### src/rtl/core/rcu_grace_period_tracker_unit_assert.svh
// Assertion macros for the grace-period tracker.
// Used by the top level; needs no other file.
`ifndef RCU_GRACE_PERIOD_TRACKER_UNIT_ASSERT_SVH
`define RCU_GRACE_PERIOD_TRACKER_UNIT_ASSERT_SVH
// Check that a condition implies a consequence in the same cycle.
`define RGPT_ASSERT_IMPL(label, clk, rst, cond, cons, msg) \
   label: assert property (@(posedge clk) disable iff (rst) (cond) |-> (cons)) \
      else $error(msg);
// Check that a condition implies a consequence in the next cycle.
`define RGPT_ASSERT_NEXT(label, clk, rst, cond, cons, msg) \
   label: assert property (@(posedge clk) disable iff (rst) (cond) |=> (cons)) \
      else $error(msg);
`endif

### src/rtl/core/rgpt_pkg.sv
// Package for the grace-period tracker: types, codes and constants.
// Used by every module of the block.
`default_nettype none
package rgpt_pkg;
   localparam int NCPU_DEF       = 8;
   localparam int COUNT_BITS_DEF = 16;
   localparam int BATCH_BITS     = 16;
   localparam int PERIOD_BITS    = 17;
   localparam int CPU_BITS       = 3;
   localparam int MODE_BITS      = 3;
   localparam int CSR_IDX_BITS   = 3;
   localparam int CSR_DATA_BITS  = 16;

   localparam logic [BATCH_BITS-1:0]  BATCH_RESET = 16'd65236;
   localparam logic [PERIOD_BITS-1:0] PERIOD_MAX  = 17'd100000;
   localparam logic [PERIOD_BITS-1:0] PERIOD_DEF  = 17'd10000;
   localparam logic [PERIOD_BITS-1:0] PERIOD_MIN  = 17'd100;
   localparam logic [PERIOD_BITS-1:0] PERIOD_INC  = 17'd10000;
   localparam logic [PERIOD_BITS-1:0] PERIOD_DEC  = 17'd100;

   localparam logic [MODE_BITS-1:0] MODE_ENQUEUE   = 3'd0;
   localparam logic [MODE_BITS-1:0] MODE_PROCESS   = 3'd1;
   localparam logic [MODE_BITS-1:0] MODE_IDLE_IN   = 3'd2;
   localparam logic [MODE_BITS-1:0] MODE_IDLE_OUT  = 3'd3;
   localparam logic [MODE_BITS-1:0] MODE_OFFLINE   = 3'd4;
   localparam logic [MODE_BITS-1:0] MODE_ONLINE    = 3'd5;
   localparam logic [MODE_BITS-1:0] MODE_TIMER     = 3'd6;
   localparam logic [MODE_BITS-1:0] MODE_NONE      = 3'd7;

   localparam logic [CSR_IDX_BITS-1:0] CSR_BATCH_LIMIT = 3'd0;
   localparam logic [CSR_IDX_BITS-1:0] CSR_HIGH_MARK   = 3'd1;
   localparam logic [CSR_IDX_BITS-1:0] CSR_LOW_MARK    = 3'd2;
   localparam logic [CSR_IDX_BITS-1:0] CSR_KICK_IVL    = 3'd3;
   localparam logic [CSR_IDX_BITS-1:0] CSR_ONLINE      = 3'd4;

   // One input item.
   typedef struct packed {
      logic [MODE_BITS-1:0] mode;
      logic [CPU_BITS-1:0]  cpu;
      logic [CPU_BITS-1:0]  target_cpu;
   } req_type;

   // One result item.
   typedef struct packed {
      logic [15:0]            invoked_count;
      logic                   more_done;
      logic [7:0]             kick_mask;
      logic                   self_kick;
      logic                   work_pending;
      logic                   needs_cpu;
      logic                   batch_completed;
      logic [BATCH_BITS-1:0]  current_batch_out;
      logic [BATCH_BITS-1:0]  completed_batch_out;
      logic [PERIOD_BITS-1:0] idle_period_us;
   } rsp_type;

   // Configuration register values.
   typedef struct packed {
      logic [9:0]  batch_limit;
      logic [15:0] high_mark;
      logic [15:0] low_mark;
      logic [15:0] kick_interval;
      logic [7:0]  online_mask;
   } cfg_type;

   // True when batch a is ordered before batch b.
   function automatic logic batch_before(input logic [BATCH_BITS-1:0] a,
                                         input logic [BATCH_BITS-1:0] b);
      logic [BATCH_BITS-1:0] d;
      d = a - b;
      return d[BATCH_BITS-1];
   endfunction
endpackage
`default_nettype wire

### src/rtl/core/rgpt_req_if.sv
// Valid/ready channel interface for the tracker's input items.
// Depends on rgpt_pkg.
`default_nettype none
interface rgpt_req_if import rgpt_pkg::*; ();
   logic    valid;
   logic    ready;
   req_type payload;
   modport source (output valid, output payload, input ready);
   modport sink (input valid, input payload, output ready);
endinterface
`default_nettype wire

### src/rtl/core/rgpt_rsp_if.sv
// Valid/ready channel interface for the tracker's result items.
// Depends on rgpt_pkg.
`default_nettype none
interface rgpt_rsp_if import rgpt_pkg::*; ();
   logic    valid;
   logic    ready;
   rsp_type payload;
   modport source (output valid, output payload, input ready);
   modport sink (input valid, input payload, output ready);
endinterface
`default_nettype wire

### src/rtl/core/rgpt_csr.sv
// Configuration registers of the tracker.
// Depends on rgpt_pkg.
`default_nettype none
module rgpt_csr import rgpt_pkg::*; (
   input  wire logic                     clock,
   input  wire logic                     reset,
   input  wire logic                     csr_write,
   input  wire logic [CSR_IDX_BITS-1:0]  csr_index,
   input  wire logic [CSR_DATA_BITS-1:0] csr_data,
   output cfg_type                       cfg
);
   cfg_type cfg_ff, cfg_in;

   // Decode the register index of a write.
   always_comb begin
      cfg_in = cfg_ff;
      if (csr_write) begin
         unique case (csr_index)
            CSR_BATCH_LIMIT: cfg_in.batch_limit   = csr_data[9:0];
            CSR_HIGH_MARK:   cfg_in.high_mark     = csr_data;
            CSR_LOW_MARK:    cfg_in.low_mark      = csr_data;
            CSR_KICK_IVL:    cfg_in.kick_interval = csr_data;
            CSR_ONLINE:      cfg_in.online_mask   = csr_data[7:0];
            default:         cfg_in = cfg_ff;
         endcase
      end
   end

   always_ff @(posedge clock) begin
      if (reset) begin
         cfg_ff.batch_limit   <= 10'd10;
         cfg_ff.high_mark     <= 16'd10000;
         cfg_ff.low_mark      <= 16'd100;
         cfg_ff.kick_interval <= 16'd1000;
         cfg_ff.online_mask   <= 8'd1;
      end else begin
         cfg_ff <= cfg_in;
      end
   end

   assign cfg = cfg_ff;
endmodule
`default_nettype wire

### src/rtl/core/rgpt_core.sv
// State and single-pass update logic of the grace-period tracker.
// Depends on rgpt_pkg; fed by the input register of the top level.
`default_nettype none
module rgpt_core import rgpt_pkg::*; #(
   parameter int NCPU       = NCPU_DEF,
   parameter int COUNT_BITS = COUNT_BITS_DEF
) (
   input  wire logic    clock,
   input  wire logic    reset,
   input  wire logic    step,
   input  wire req_type req,
   input  wire cfg_type cfg,
   output rsp_type      rsp
);
   localparam logic [COUNT_BITS-1:0] CMAX = {COUNT_BITS{1'b1}};
   localparam int CB = COUNT_BITS;

   logic [BATCH_BITS-1:0]  cur_ff, cur_in, comp_ff, comp_in;
   logic                   pend_ff, pend_in;
   logic [NCPU-1:0]        wait_ff, wait_in, idle_ff, idle_in;
   logic [PERIOD_BITS-1:0] per_ff, per_in;
   logic [BATCH_BITS-1:0]  seen_ff [NCPU];
   logic [BATCH_BITS-1:0]  wb_ff   [NCPU];
   logic [CB-1:0]          newc_ff [NCPU];
   logic [CB-1:0]          curc_ff [NCPU];
   logic [CB-1:0]          done_ff [NCPU];
   logic [CB-1:0]          qlen_ff [NCPU];
   logic [CB-1:0]          lkick_ff[NCPU];
   logic [NCPU-1:0]        owed_ff, lift_ff, armed_ff;

   // Next values of the addressed processor's entry and the target's.
   logic [BATCH_BITS-1:0] seen_c, wb_c;
   logic [CB-1:0]         newc_c, curc_c, done_c, qlen_c, lkick_c;
   logic                  owed_c, lift_c, armed_c;
   logic [CB-1:0]         newc_t, qlen_t;
   logic                  wr_c, wr_t;
   logic                  cflag;
   rsp_type               r;

   function automatic logic [CB-1:0] sat_add(input logic [CB-1:0] a,
                                             input logic [CB-1:0] b);
      logic [CB:0] s;
      s = {1'b0, a} + {1'b0, b};
      return s[CB] ? CMAX : s[CB-1:0];
   endfunction

   logic                  valid;
   logic [CPU_BITS-1:0]   c, t;
   logic [NCPU-1:0]       bit_c, online;
   logic [CB-1:0]         lim, inv, m1, qt;
   logic [CB+1:0]         diff;
   logic                  wmask_zero;

   assign online = NCPU'(cfg.online_mask);

   always_comb begin
      c = req.cpu;
      t = req.target_cpu;
      valid = (32'(c) < NCPU) && (req.mode != MODE_OFFLINE || 32'(t) < NCPU);
      bit_c = NCPU'(1) << c;
      cur_in = cur_ff; comp_in = comp_ff; pend_in = pend_ff;
      wait_in = wait_ff; idle_in = idle_ff; per_in = per_ff;
      seen_c = seen_ff[c[$clog2(NCPU)-1:0]];
      wb_c = wb_ff[c[$clog2(NCPU)-1:0]];
      newc_c = newc_ff[c[$clog2(NCPU)-1:0]];
      curc_c = curc_ff[c[$clog2(NCPU)-1:0]];
      done_c = done_ff[c[$clog2(NCPU)-1:0]];
      qlen_c = qlen_ff[c[$clog2(NCPU)-1:0]];
      lkick_c = lkick_ff[c[$clog2(NCPU)-1:0]];
      owed_c = owed_ff[c[$clog2(NCPU)-1:0]];
      lift_c = lift_ff[c[$clog2(NCPU)-1:0]];
      armed_c = armed_ff[c[$clog2(NCPU)-1:0]];
      newc_t = newc_ff[t[$clog2(NCPU)-1:0]];
      qlen_t = qlen_ff[t[$clog2(NCPU)-1:0]];
      wr_c = 1'b0; wr_t = 1'b0; cflag = 1'b0;
      lim = '0; inv = '0; m1 = '0; qt = '0; diff = '0; wmask_zero = 1'b0;
      r = '0;
      if (valid) begin
         wr_c = 1'b1;
         case (req.mode)
            MODE_ENQUEUE: begin
               newc_c = sat_add(newc_c, CB'(1));
               qlen_c = sat_add(qlen_c, CB'(1));
               if ({16'd0, qlen_c} > {CB'(0), cfg.high_mark}) begin
                  lift_c = 1'b1;
                  r.self_kick = 1'b1;
                  diff = {2'b0, qlen_c} - {2'b0, lkick_c};
                  if (!diff[CB+1] && diff > (CB+2)'({16'd0, cfg.kick_interval})) begin
                     lkick_c = qlen_c;
                     r.kick_mask = 8'(wait_ff & ~bit_c);
                  end
               end
            end
            MODE_PROCESS: begin
               if (curc_c != '0 && !batch_before(comp_ff, wb_c)) begin
                  done_c = sat_add(done_c, curc_c);
                  curc_c = '0;
               end
               if (newc_c != '0 && curc_c == '0) begin
                  curc_c = newc_c;
                  newc_c = '0;
                  wb_c = cur_ff + 16'd1;
                  if (!pend_ff) begin
                     if (comp_ff == cur_ff) begin
                        cur_in = cur_ff + 16'd1;
                        wait_in = online & ~idle_ff;
                     end else begin
                        pend_in = 1'b1;
                     end
                  end
               end
               if (seen_c != cur_in) begin
                  owed_c = 1'b1;
                  seen_c = cur_in;
               end else if (owed_c) begin
                  owed_c = 1'b0;
                  wait_in = wait_in & ~bit_c;
                  if (wait_in == '0) begin
                     cflag = comp_in != cur_in;
                     comp_in = cur_in;
                     if (pend_in) begin
                        pend_in = 1'b0;
                        cur_in = cur_in + 16'd1;
                        wait_in = online & ~idle_ff;
                     end
                  end
               end
               if (done_c != '0) begin
                  lim = (cfg.batch_limit == 10'd0) ? CB'(1) : CB'(cfg.batch_limit);
                  inv = done_c;
                  if (!lift_c && inv > lim) inv = lim;
                  done_c = done_c - inv;
                  qlen_c = (qlen_c > inv) ? qlen_c - inv : '0;
                  if (lift_c && {16'd0, qlen_c} <= {CB'(0), cfg.low_mark}) lift_c = 1'b0;
                  if (done_c != '0) begin
                     r.more_done = 1'b1;
                     r.self_kick = 1'b1;
                  end
               end
               r.invoked_count = 16'(inv);
            end
            MODE_IDLE_IN: begin
               idle_in = idle_ff | bit_c;
               if (curc_c != '0) armed_c = 1'b1;
            end
            MODE_IDLE_OUT: begin
               armed_c = 1'b0;
               idle_in = idle_ff & ~bit_c;
            end
            MODE_OFFLINE: begin
               armed_c = 1'b0;
               if (cur_ff != comp_ff) begin
                  wait_in = wait_ff & ~bit_c;
                  if (wait_in == '0) begin
                     cflag = 1'b1;
                     comp_in = cur_ff;
                     if (pend_ff) begin
                        pend_in = 1'b0;
                        cur_in = cur_ff + 16'd1;
                        wait_in = online & ~idle_ff;
                     end
                  end
               end
               m1 = sat_add(sat_add(done_c, curc_c), newc_c);
               qt = qlen_c;
               done_c = '0; curc_c = '0; newc_c = '0; qlen_c = '0;
               if (t == c) begin
                  newc_c = m1;
                  qlen_c = qt;
               end else begin
                  wr_t = 1'b1;
                  newc_t = sat_add(newc_t, m1);
                  qlen_t = sat_add(qlen_t, qt);
               end
            end
            MODE_ONLINE: begin
               seen_c = comp_ff; owed_c = 1'b0; wb_c = '0;
               newc_c = '0; curc_c = '0; done_c = '0; qlen_c = '0; lkick_c = '0;
               lift_c = 1'b0; armed_c = 1'b0;
            end
            MODE_TIMER: begin
               wmask_zero = wait_ff == '0;
               if (!wmask_zero)
                  per_in = (per_ff + PERIOD_INC > PERIOD_MAX) ? PERIOD_MAX
                                                             : per_ff + PERIOD_INC;
               else
                  per_in = (per_ff < PERIOD_MIN + PERIOD_DEC) ? PERIOD_MIN
                                                             : per_ff - PERIOD_DEC;
            end
            default: wr_c = 1'b1;
         endcase
         r.work_pending = (curc_c != '0 && !batch_before(comp_in, wb_c)) ||
                          (curc_c == '0 && newc_c != '0) || (done_c != '0) ||
                          (seen_c != cur_in) || owed_c;
         r.needs_cpu = (curc_c != '0 && !armed_c) || r.work_pending;
      end
      r.batch_completed = cflag;
      r.current_batch_out = cur_in;
      r.completed_batch_out = comp_in;
      r.idle_period_us = per_in;
   end

   assign rsp = r;

   // Global and per-processor state registers.
   always_ff @(posedge clock) begin
      if (reset) begin
         cur_ff <= BATCH_RESET; comp_ff <= BATCH_RESET; pend_ff <= 1'b0;
         wait_ff <= '0; idle_ff <= '0; per_ff <= PERIOD_DEF;
         owed_ff <= '0; lift_ff <= '0; armed_ff <= '0;
         for (int i = 0; i < NCPU; i++) begin
            seen_ff[i] <= BATCH_RESET;
            newc_ff[i] <= '0; curc_ff[i] <= '0; done_ff[i] <= '0;
            qlen_ff[i] <= '0; lkick_ff[i] <= '0;
         end
      end else if (step) begin
         cur_ff <= cur_in; comp_ff <= comp_in; pend_ff <= pend_in;
         wait_ff <= wait_in; idle_ff <= idle_in; per_ff <= per_in;
         if (wr_t) begin
            newc_ff[t[$clog2(NCPU)-1:0]] <= newc_t;
            qlen_ff[t[$clog2(NCPU)-1:0]] <= qlen_t;
         end
         if (wr_c) begin
            seen_ff[c[$clog2(NCPU)-1:0]]  <= seen_c;
            newc_ff[c[$clog2(NCPU)-1:0]]  <= newc_c;
            curc_ff[c[$clog2(NCPU)-1:0]]  <= curc_c;
            done_ff[c[$clog2(NCPU)-1:0]]  <= done_c;
            qlen_ff[c[$clog2(NCPU)-1:0]]  <= qlen_c;
            lkick_ff[c[$clog2(NCPU)-1:0]] <= lkick_c;
            owed_ff[c[$clog2(NCPU)-1:0]]  <= owed_c;
            lift_ff[c[$clog2(NCPU)-1:0]]  <= lift_c;
            armed_ff[c[$clog2(NCPU)-1:0]] <= armed_c;
         end
      end
   end

   // Wait batch has no reset; it is read only after a write.
   always_ff @(posedge clock) begin
      if (step && wr_c) wb_ff[c[$clog2(NCPU)-1:0]] <= wb_c;
   end
endmodule
`default_nettype wire

### src/rtl/core/rcu_grace_period_tracker_unit.sv
// Grace-period tracker top level. An accepted item is held in the input
// register, processed when the result register is free or drains, and its
// result is held in the result register. Throughput: one item per cycle while
// results are taken, set by the single-pass update between the registers.
// Reset is synchronous and active high; it restores the configuration, the
// valid flags and the state but wait batches at once, with no clearing pass.
`default_nettype none
`include "rcu_grace_period_tracker_unit_assert.svh"
module rcu_grace_period_tracker_unit import rgpt_pkg::*; #(
   parameter int NCPU       = NCPU_DEF,
   parameter int COUNT_BITS = COUNT_BITS_DEF
) (
   input  wire logic                     clock,
   input  wire logic                     reset,
   rgpt_req_if.sink                      req,
   rgpt_rsp_if.source                    rsp,
   input  wire logic                     csr_write,
   input  wire logic [CSR_IDX_BITS-1:0]  csr_index,
   input  wire logic [CSR_DATA_BITS-1:0] csr_data
);
   cfg_type cfg;
   req_type in_ff;
   logic    in_vld_ff, in_vld_in;
   rsp_type out_ff, core_rsp;
   logic    out_vld_ff, out_vld_in;
   logic    step;

   rgpt_csr u_csr (
      .clock(clock), .reset(reset), .csr_write(csr_write),
      .csr_index(csr_index), .csr_data(csr_data), .cfg(cfg)
   );

   rgpt_core #(.NCPU(NCPU), .COUNT_BITS(COUNT_BITS)) u_core (
      .clock(clock), .reset(reset), .step(step), .req(in_ff), .cfg(cfg),
      .rsp(core_rsp)
   );

   // The staged item moves on when the result register is free or drains.
   assign step       = in_vld_ff && (!out_vld_ff || rsp.ready);
   assign req.ready  = !in_vld_ff || step;
   assign in_vld_in  = (req.valid && req.ready) || (in_vld_ff && !step);
   assign out_vld_in = step || (out_vld_ff && !rsp.ready);

   always_ff @(posedge clock) begin
      if (reset) begin
         in_vld_ff  <= 1'b0;
         out_vld_ff <= 1'b0;
      end else begin
         in_vld_ff  <= in_vld_in;
         out_vld_ff <= out_vld_in;
      end
   end

   // Payload registers.
   always_ff @(posedge clock) begin
      if (req.valid && req.ready) in_ff <= req.payload;
      if (step) out_ff <= core_rsp;
   end

   assign rsp.valid   = out_vld_ff;
   assign rsp.payload = out_ff;

   `RGPT_ASSERT_NEXT(a_step_gives_result, clock, reset, step, rsp.valid,
      "processed item produced no result")
   `RGPT_ASSERT_IMPL(a_no_step_on_stall, clock, reset, rsp.valid && !rsp.ready, !step,
      "result overwritten while stalled")
   `RGPT_ASSERT_NEXT(a_stall_holds, clock, reset, rsp.valid && !rsp.ready,
      rsp.valid && $stable(rsp.payload), "stalled result changed")
endmodule
`default_nettype wire

### src/flat_wrapper.sv
// flat-port wrapper written by rule: the top's interface ports become plain ports
module rcu_grace_period_tracker_unit_flat import rgpt_pkg::*;
#(
   parameter int NCPU       = NCPU_DEF,
   parameter int COUNT_BITS = COUNT_BITS_DEF
)
  (clock, reset, csr_write, csr_index, csr_data, req_valid, req_payload, req_ready, rsp_valid, rsp_payload, rsp_ready);
  rgpt_req_if req_i ();
  rgpt_rsp_if rsp_i ();
  input  wire logic clock;
  input  wire logic reset;
  input  wire logic csr_write;
  input  wire logic [CSR_IDX_BITS-1:0] csr_index;
  input  wire logic [CSR_DATA_BITS-1:0] csr_data;
  input wire logic [$bits(req_i.valid)-1:0] req_valid;
  input wire logic [$bits(req_i.payload)-1:0] req_payload;
  output wire logic [$bits(req_i.ready)-1:0] req_ready;
  output wire logic [$bits(rsp_i.valid)-1:0] rsp_valid;
  output wire logic [$bits(rsp_i.payload)-1:0] rsp_payload;
  input wire logic [$bits(rsp_i.ready)-1:0] rsp_ready;
  assign req_i.valid = req_valid;
  assign req_i.payload = req_payload;
  assign req_ready = req_i.ready;
  assign rsp_valid = rsp_i.valid;
  assign rsp_payload = rsp_i.payload;
  assign rsp_i.ready = rsp_ready;
  rcu_grace_period_tracker_unit #(.NCPU(NCPU), .COUNT_BITS(COUNT_BITS)) u_core (.clock(clock), .reset(reset), .req(req_i), .rsp(rsp_i), .csr_write(csr_write), .csr_index(csr_index), .csr_data(csr_data));
endmodule
### config.mk
export PLATFORM = sky130hd
export DESIGN_NAME = rcu_grace_period_tracker_unit_flat
export DESIGN_NICKNAME = d
export VERILOG_FILES = /design/src/rtl/core/rgpt_pkg.sv /design/src/rtl/core/rgpt_req_if.sv /design/src/rtl/core/rgpt_rsp_if.sv /design/src/rtl/core/rgpt_csr.sv /design/src/rtl/core/rgpt_core.sv /design/src/rtl/core/rcu_grace_period_tracker_unit.sv /design/src/flat_wrapper.sv
export VERILOG_INCLUDE_DIRS = /design/src /design/src/rtl/core
export SDC_FILE = /design/constraint.sdc
export NUM_CORES = 2
export LEC_CHECK = 0
export ABC_CLOCK_PERIOD_IN_PS = 19640
export BUFFER_PORTS_ARGS = -buffer_cell sky130_fd_sc_hd__clkbuf_2
export CAP_MARGIN = 5
export CORE_MARGIN = 5
export CORE_UTILIZATION = 53
export CTS_BUF_LIST = sky130_fd_sc_hd__clkbuf_8 sky130_fd_sc_hd__clkbuf_16
export DETAILED_ROUTE_END_ITERATION = 8
export PLACE_DENSITY = 0.75
export RECOVER_POWER = 100
export SLEW_MARGIN = 5
export SYNTH_ARGS = -nofsm -noshare
export SYNTH_HDL_FRONTEND = slang
export SYNTH_SLANG_ARGS = --single-unit
### constraint.sdc
create_clock -name clock -period 19.64 [get_ports clock]
set_input_delay 0.982 -clock clock [delete_from_list [all_inputs] [get_ports clock]]
set_output_delay 0.982 -clock clock [all_outputs]
set_load 0.01 [all_outputs]
Word level (Yosys, flattened, before mapping)
Memories as Yosys holds them, arrays and structs flattened. A register that Yosys moved wholly into a read port is not among the register bits.
Cells that the tools add are included.
{ "totals": {"regBits": 245, "mem_bits_rw": 896, "in_bits": 33, "out_inout_bits": 80, "word_cells": 309, "mem_count": 7} }
{ "op_classes": {"add_sub_neg": 15, "order_cmp": 9, "eq_ne": 18, "shift": 1, "mux": 155, "bitwise_logic": 7, "reduce_logical": 68} }
{ "memory_table": {"columns": ["name", "words", "word_bits", "read_ports", "rd_clocked_by_memory_dff", "wr", "line", "text"], "rows": [
  ["u_core.u_core.curc_ff", 8, 16, 1, 1, 8, "rgpt_core.sv:25", "logic [CB-1:0] curc_ff [NCPU];"],
  ["u_core.u_core.done_ff", 8, 16, 1, 1, 8, "rgpt_core.sv:26", "logic [CB-1:0] done_ff [NCPU];"],
  ["u_core.u_core.lkick_ff", 8, 16, 1, 1, 8, "rgpt_core.sv:28", "logic [CB-1:0] lkick_ff[NCPU];"],
  ["u_core.u_core.newc_ff", 8, 16, 2, 2, 8, "rgpt_core.sv:24", "logic [CB-1:0] newc_ff [NCPU];"],
  ["u_core.u_core.qlen_ff", 8, 16, 2, 2, 8, "rgpt_core.sv:27", "logic [CB-1:0] qlen_ff [NCPU];"],
  ["u_core.u_core.seen_ff", 8, 16, 1, 1, 8, "rgpt_core.sv:22", "logic [BATCH_BITS-1:0] seen_ff [NCPU];"],
  ["+1 memories", null, null, null, null, null, null, null]
]} }
{ "op_table": {"columns": ["operator", "n"], "rows": [
  ["2-to-1 mux 16 bit", 52],
  ["case mux 16 bit (2 select lines)", 7],
  ["case mux 16 bit (4 select lines)", 2],
  ["OR reduction 16 bit", 8],
  ["nonzero test 16 bit", 7],
  ["2-to-1 mux 8 bit", 11],
  ["adder 16 x 16 -> 17 bit", 4],
  ["2-to-1 mux 17 bit", 4],
  ["inequality test 16 bit", 4],
  ["subtractor 16 bit", 4],
  ["2-to-1 mux 3 bit", 17],
  ["2-to-1 mux 1 bit", 46],
  ["adder 16 x 1 -> 17 bit (second input constant)", 2],
  ["adder 16 x 1 -> 16 bit (second input constant)", 2],
  ["bitwise AND 8 bit", 4],
  ["greater-than comparator 16 bit", 2],
  ["zero test 16 bit", 2],
  ["case mux 8 bit (2 select lines)", 2],
  ["bitwise mux 8 bit", 3],
  ["zero test 8 bit", 3],
  ["greater-than comparator 18 x 16 -> 1 bit", 1],
  ["adder 17 x 14 -> 17 bit (second input constant)", 1],
  ["greater-than comparator 17 bit (second input constant)", 1],
  ["< comparator 17 x 8 -> 1 bit (second input constant)", 1],
  ["31 further kinds", 83]
]} }

Logic depth before layout (Yosys ltp)
{ "logic_depth": {"word_depth": 23, "depth_mapped": 69, "ltp_nobuf": 52} }

Cells and area by module
From an unflattened synthesis, not the netlist that was laid out.
{ "unflattened": {"hier_cells": 5745, "hier_area_um2": 63588.5} }
{ "modules_own_cells": {"columns": ["mod", "n_inst", "cells_each", "area_each_um2", "seq_area_each_um2"], "rows": [
  ["rgpt_core", 1, 5398, 58215.8, 28707.5],
  ["rcu_grace_period_tracker_unit", 1, 97, 2716.4, 2652.5],
  ["rgpt_csr", 1, 250, 2656.3, 1321.3]
]} }

Worst setup path before layout
No wires, ideal clock.
{ "synth_timing": {"path_kind": "register -> register", "start": "register with a tool-made name", "end": "register u_core.u_core.lift_ff[0]", "setup_time_ps": 117, "t_arrival_ps": 13983, "required_ps": 19523, "setup_slack_ps": 5540, "stages_incl_launch_ff": 67, "path_buffers": 20, "period_less_slack_ps": 14100, "cell_sequence": "dfxtp_1 -> buf_2 -> buf_2 -> buf_4 -> buf_4 -> buf_4 -> buf_2 -> buf_4 -> buf_4 -> buf_2 -> buf_2 -> buf_2 -> buf_1 -> buf_2 -> mux4_2 -> mux2i_1 -> ha_1 -> a21o_1 -> [... 31 more ...] -> a221o_1 -> o41ai_1 -> clkbuf_1 -> nor3_1 -> ha_1 -> a21oi_1 -> o22ai_1 -> o21a_1 -> o21ai_0 -> nand2b_1 -> a21oi_1 -> nor2b_1 -> o21ai_0 -> a32o_1 -> a21oi_1 -> o21ai_0 -> nand2_1 -> a22o_1"} }
{ "synth_lines": {"columns": ["element", "line", "text"], "rows": [
  ["end signal, assigned by index", "rgpt_core.sv:231", "lift_ff[c[$clog2(NCPU)-1:0]] <= lift_c;"],
  ["end, declared", "rgpt_core.sv:29", "logic [NCPU-1:0] owed_ff, lift_ff, armed_ff;"]
]} }

==> impl_results.md <==
* Post-synthesis async set-or-reset flop share at 0%
* Routed Antenna Nets at 0
* Metal2 WL at 96900 um
* CTS-repair resized insts at 0
* Area share of the largest cell type after synthesis at 45.6%
* Total count of hold-check failures in the final report at 0
* Area delta synth->final at 9.06%
* Number of iterations in the first detailed-routing pass at 7
* NetSw at 2.36 mW
* Antenna violations before repair at 8
* Sequential cell fraction of total power at between 30% and 40%
* Setup slack, reg-to-reg at 4030 ps
* Highest ir drop seen on vdd at 0.0942 mV
* Top cells by area, synth: edfxtp_1 46%, mux4_2 10%, dfxtp_1 5.1%, ha_1 3.9%, o22ai_1 3.7%
* Clock transition at the registers of the reported paths at 60 ps
* Worst-skew pair later-pin latency at around 790 ps
* WHS at 377 ps
* Fill cell total of the finished layout at 9828
* TritonCTS clock tree: built
* Static leakage at 24.5 nW
* Cell at the root of the clock tree: clkbuf_16
* Distinct cells, synth at about 100
* Delay of the slowest critical-path stage at 2360 ps
* Top layer reached by signal wires: met5
* Total number of vias at between 50000 and 60000
* YS warnings at 0
* Die extent in y at 359 um
* Critical path required time at 20200 ps
* Final routed wire length divided by cell count at 29.7 um
* Run status: finished, violations left
* Wire length of the first global-routing pass at around 320000 um
* Number of buffer cells added on primary ports at around 110
* Post-synthesis sequential area ratio at 50.7%
* RSZ-0062 raised after global routing: no
* Clock network fraction of total power at 33.1%
* Util after Layout at 58.0%
* Number of flops mapped to enable cells by yosys at about 980
* Crit path kind: flop to flop
* Length in cells of the worst reg-to-reg path at 37
* Share of the cycle needed by the critical path after routing at 79.5%
* Post-CTS Setup Inserts at 0
* Critical-path top delay cell: clkbuf_1
* Max-slew violation count at 1313
* Vias in the first global route at 49900
* Peak clock frequency supported by timing at 0.0641 GHz
* Post-Route M1 WL at 79800 um
* Area of the core at 0.122 mm2
* Worst-case clock buffer depth at 3
* Row Count at ~130
* Category of the worst setup path capture point: flop
* Worst endpoint data arrival time at 16170 ps
* Register area at 0.0328 mm2
* Sink Count at 1147
* Clock period minus worst slack at between 15000 and 20000 ps
* Fraction of layout instances using a drive strength above 1 at a little over an eighth
* Min-Delay Path Class: input pin to flop
* Pin count of the biggest net entering global routing at 130
* Final standard cell area without fillers at 0.0705 mm2
* Max Clock Skew at 82.8 ps
* Critical path startpoint category: flop
* Standard cell area after detailed placement at 0.0668 mm2
* Routed length on met3 at 31200 um
* GPL Wtd Cong at 1.01
* # IOs at 113
* DRC violation count after routing at 0
* Cell Area, Synth at 0.0647 mm2
* Residual overflow from global routing at 0
* Area of the multi-input gates at 0.0295 mm2
* WL final at between 200000 and 250000 um
* GRT Total Usage at 33.0%
* Worst slew margin relative to its limit at -182%
* Nets in the synthesized netlist at 5945
* DIE WIDTH at 359 um
* Nets at between 5000 and 6000
* Critical register-to-register path endpoint: u_core.u_core.lkick_ff[7][0]$_SDFFCE_PN0P_
* Power per standard cell area at 101 mW/mm2
* Most used flip-flop cell after synthesis: edfxtp_1
* Final setup viols at 0
* Internal power at 4.80 mW
* Setup TNS after final layout at 0 ps
* Mapped Cells at between 5000 and 6000
* Worst-path fanout max at 41
* Total number of H-tree levels at 3
* Violations in the final reports: capacitance limit, slew limit
* Placed wire-length estimate after detailed placement at 144000 um
* Effective utilization at floorplan at 53.2%
* Cts-stage hold buffer count at 0
* Max cap viols at 37
* Combinational share of power at 27.5%
* Critical path capture point: u_core.u_core.lkick_ff[7][0]$_SDFFCE_PN0P_
* Mean Syn Cell Area at 11.3 um2
* TritonCTS buffer count at 120
* Floorplan die area at 0.129 mm2
* Cell taking the most area after synthesis: edfxtp_1
* Yosys reg bits at 1147
* First DRT Iteration DRCs at 7819
* Slew at the pin closest to its max-slew limit at about 4200 ps
* Ratio of routed vias to standard cells at 6.93
* Fraction of power spent switching nets at 32.9%
==> worst max-delay path, delay by kind of cell, from the launching register on <==
family / cells / cell delay [ps]
buffers and inverters: 4 / 4980
and+or+nand+nor: 14 / 4360
AOI/OAI and AO/OA: 15 / 3570
muxes: 2 / 1040
DFF: 1 / 700
adders and majority gates: 2 / 640
==> per-layer routing <==
metal / up-vias / GRT usage [%]
met5: - / 0
met4: 6 / 15.4
met3: 751 / 8.77
met2: 3989 / 50.1
met1: 24800 / 44.6
li1: 21800 / -
==> placed cells by master, fill, tap and decap left out, drive strengths merged, types with 164 or more instances in the layout <==
cell	count
edfxtp	983
clkbuf	297
ha	201
o21ai	224
a21oi	258
mux4	295
dfxtp	164
inv	228
nor2	630
nand2	590
o22ai	384
==> flip-flops by register name (all words and copies together) (netlist names), 9 cells and up, named ones only <==
name and cells:
u_core.in_ff 9, u_core.rsp.payload 78, u_core.u_core.comp_ff 16, u_core.u_core.cur_ff 16, u_core.u_core.curc_ff 128, u_core.u_core.done_ff 128, u_core.u_core.lkick_ff 128, u_core.u_core.newc_ff 128
u_core.u_core.per_ff 17, u_core.u_core.qlen_ff 128, u_core.u_core.seen_ff 128, u_core.u_core.wb_ff 128, u_core.u_csr.cfg 66
==> power by group through the flow <==
stage	combinational (mW)	sequential (mW)	clock, mW
6_report	1.97	2.82	2.37
5_1_grt	2.10	2.83	2.49
4_1_cts	1.92	2.81	2.38
3_5_place_dp	1.91	2.86	0
3_3_place_gp	1.87	2.86	0
2_1_floorplan	1.37	2.82	0
==> how the worst min path moves through the flow <==
stage	from	endpoint	slack, ps	cells past startpoint
2_1_floorplan	u_core.u_core.owed_ff[2]$_SDFFE_PP0P_	u_core.u_core.owed_ff[2]$_SDFFE_PP0P_	420	2
3_3_place_gp	u_core.u_core.owed_ff[3]$_SDFFE_PP0P_	u_core.u_core.owed_ff[3]$_SDFFE_PP0P_	430	2
3_5_place_dp	u_core.u_core.owed_ff[1]$_SDFFE_PP0P_	u_core.u_core.owed_ff[1]$_SDFFE_PP0P_	440	2
4_1_cts	req_payload[8]	u_core.in_ff[8]$_DFFE_PP_	330	1
5_1_grt	req_payload[8]	u_core.in_ff[8]$_DFFE_PP_	360	1
6_report	req_payload[8]	u_core.in_ff[8]$_DFFE_PP_	380	1
==> cell type report <==
cell class,instances,share of cell area [%]
antenna,1,0.00355
clock buffer,133,4.59
clock inverter,95,1.29
inverter,216,1.17
multi-input combinational,3964,41.9
sequential,1147,46.5
tap,1625,2.88
timing repair buffer,232,1.68
==> through the flow <==
stage | std cells | setup slack (ps) | power, mW
2_1_floorplan | 5704 | 5540 | 4.19
3_3_place_gp | 7184 | 7090 | 4.73
3_5_place_dp | 7184 | 7010 | 4.77
4_1_cts | 7412 | 6940 | 7.11
5_1_grt | 7412 | 3200 | 7.42
6_report | 7413 | 4030 | 7.16
==> cells in the mapped netlist, drive strengths merged (30+ instances only) <==
| cell type | n |
|---|---|
| a21boi | 31 |
| a21o | 38 |
| a21oi | 258 |
| a22oi | 43 |
| and3 | 30 |
| buf | 100 |
| clkbuf | 277 |
| dfxtp | 164 |
| edfxtp | 983 |
| ha | 201 |
| inv | 212 |
| mux2 | 107 |
| mux2i | 102 |
| mux4 | 295 |
| nand2 | 590 |
| nand2b | 36 |
| nand3 | 110 |
| nand4 | 59 |
| nor2 | 630 |
| nor2b | 40 |
| nor3 | 87 |
| nor4 | 34 |
| o211ai | 45 |
| o21a | 32 |
| o21ai | 224 |
| o22ai | 384 |
| or2 | 32 |
| xnor2 | 121 |
| xor2 | 57 |
==> kinds of logic after synthesis <==
group / after synthesis / synth area share, %
buffers and inverters: 593 / 3.66
AO/OA/AOI/OAI: 1317 / 13.2
AND/OR/NAND/NOR: 1757 / 12.2
flip-flops: 1147 / 50.7
multiplexers: 504 / 13.7
adder cells (fa/ha/maj): 208 / 4.11
XOR/XNOR: 178 / 2.41
(Power assumes the default switching activity.)
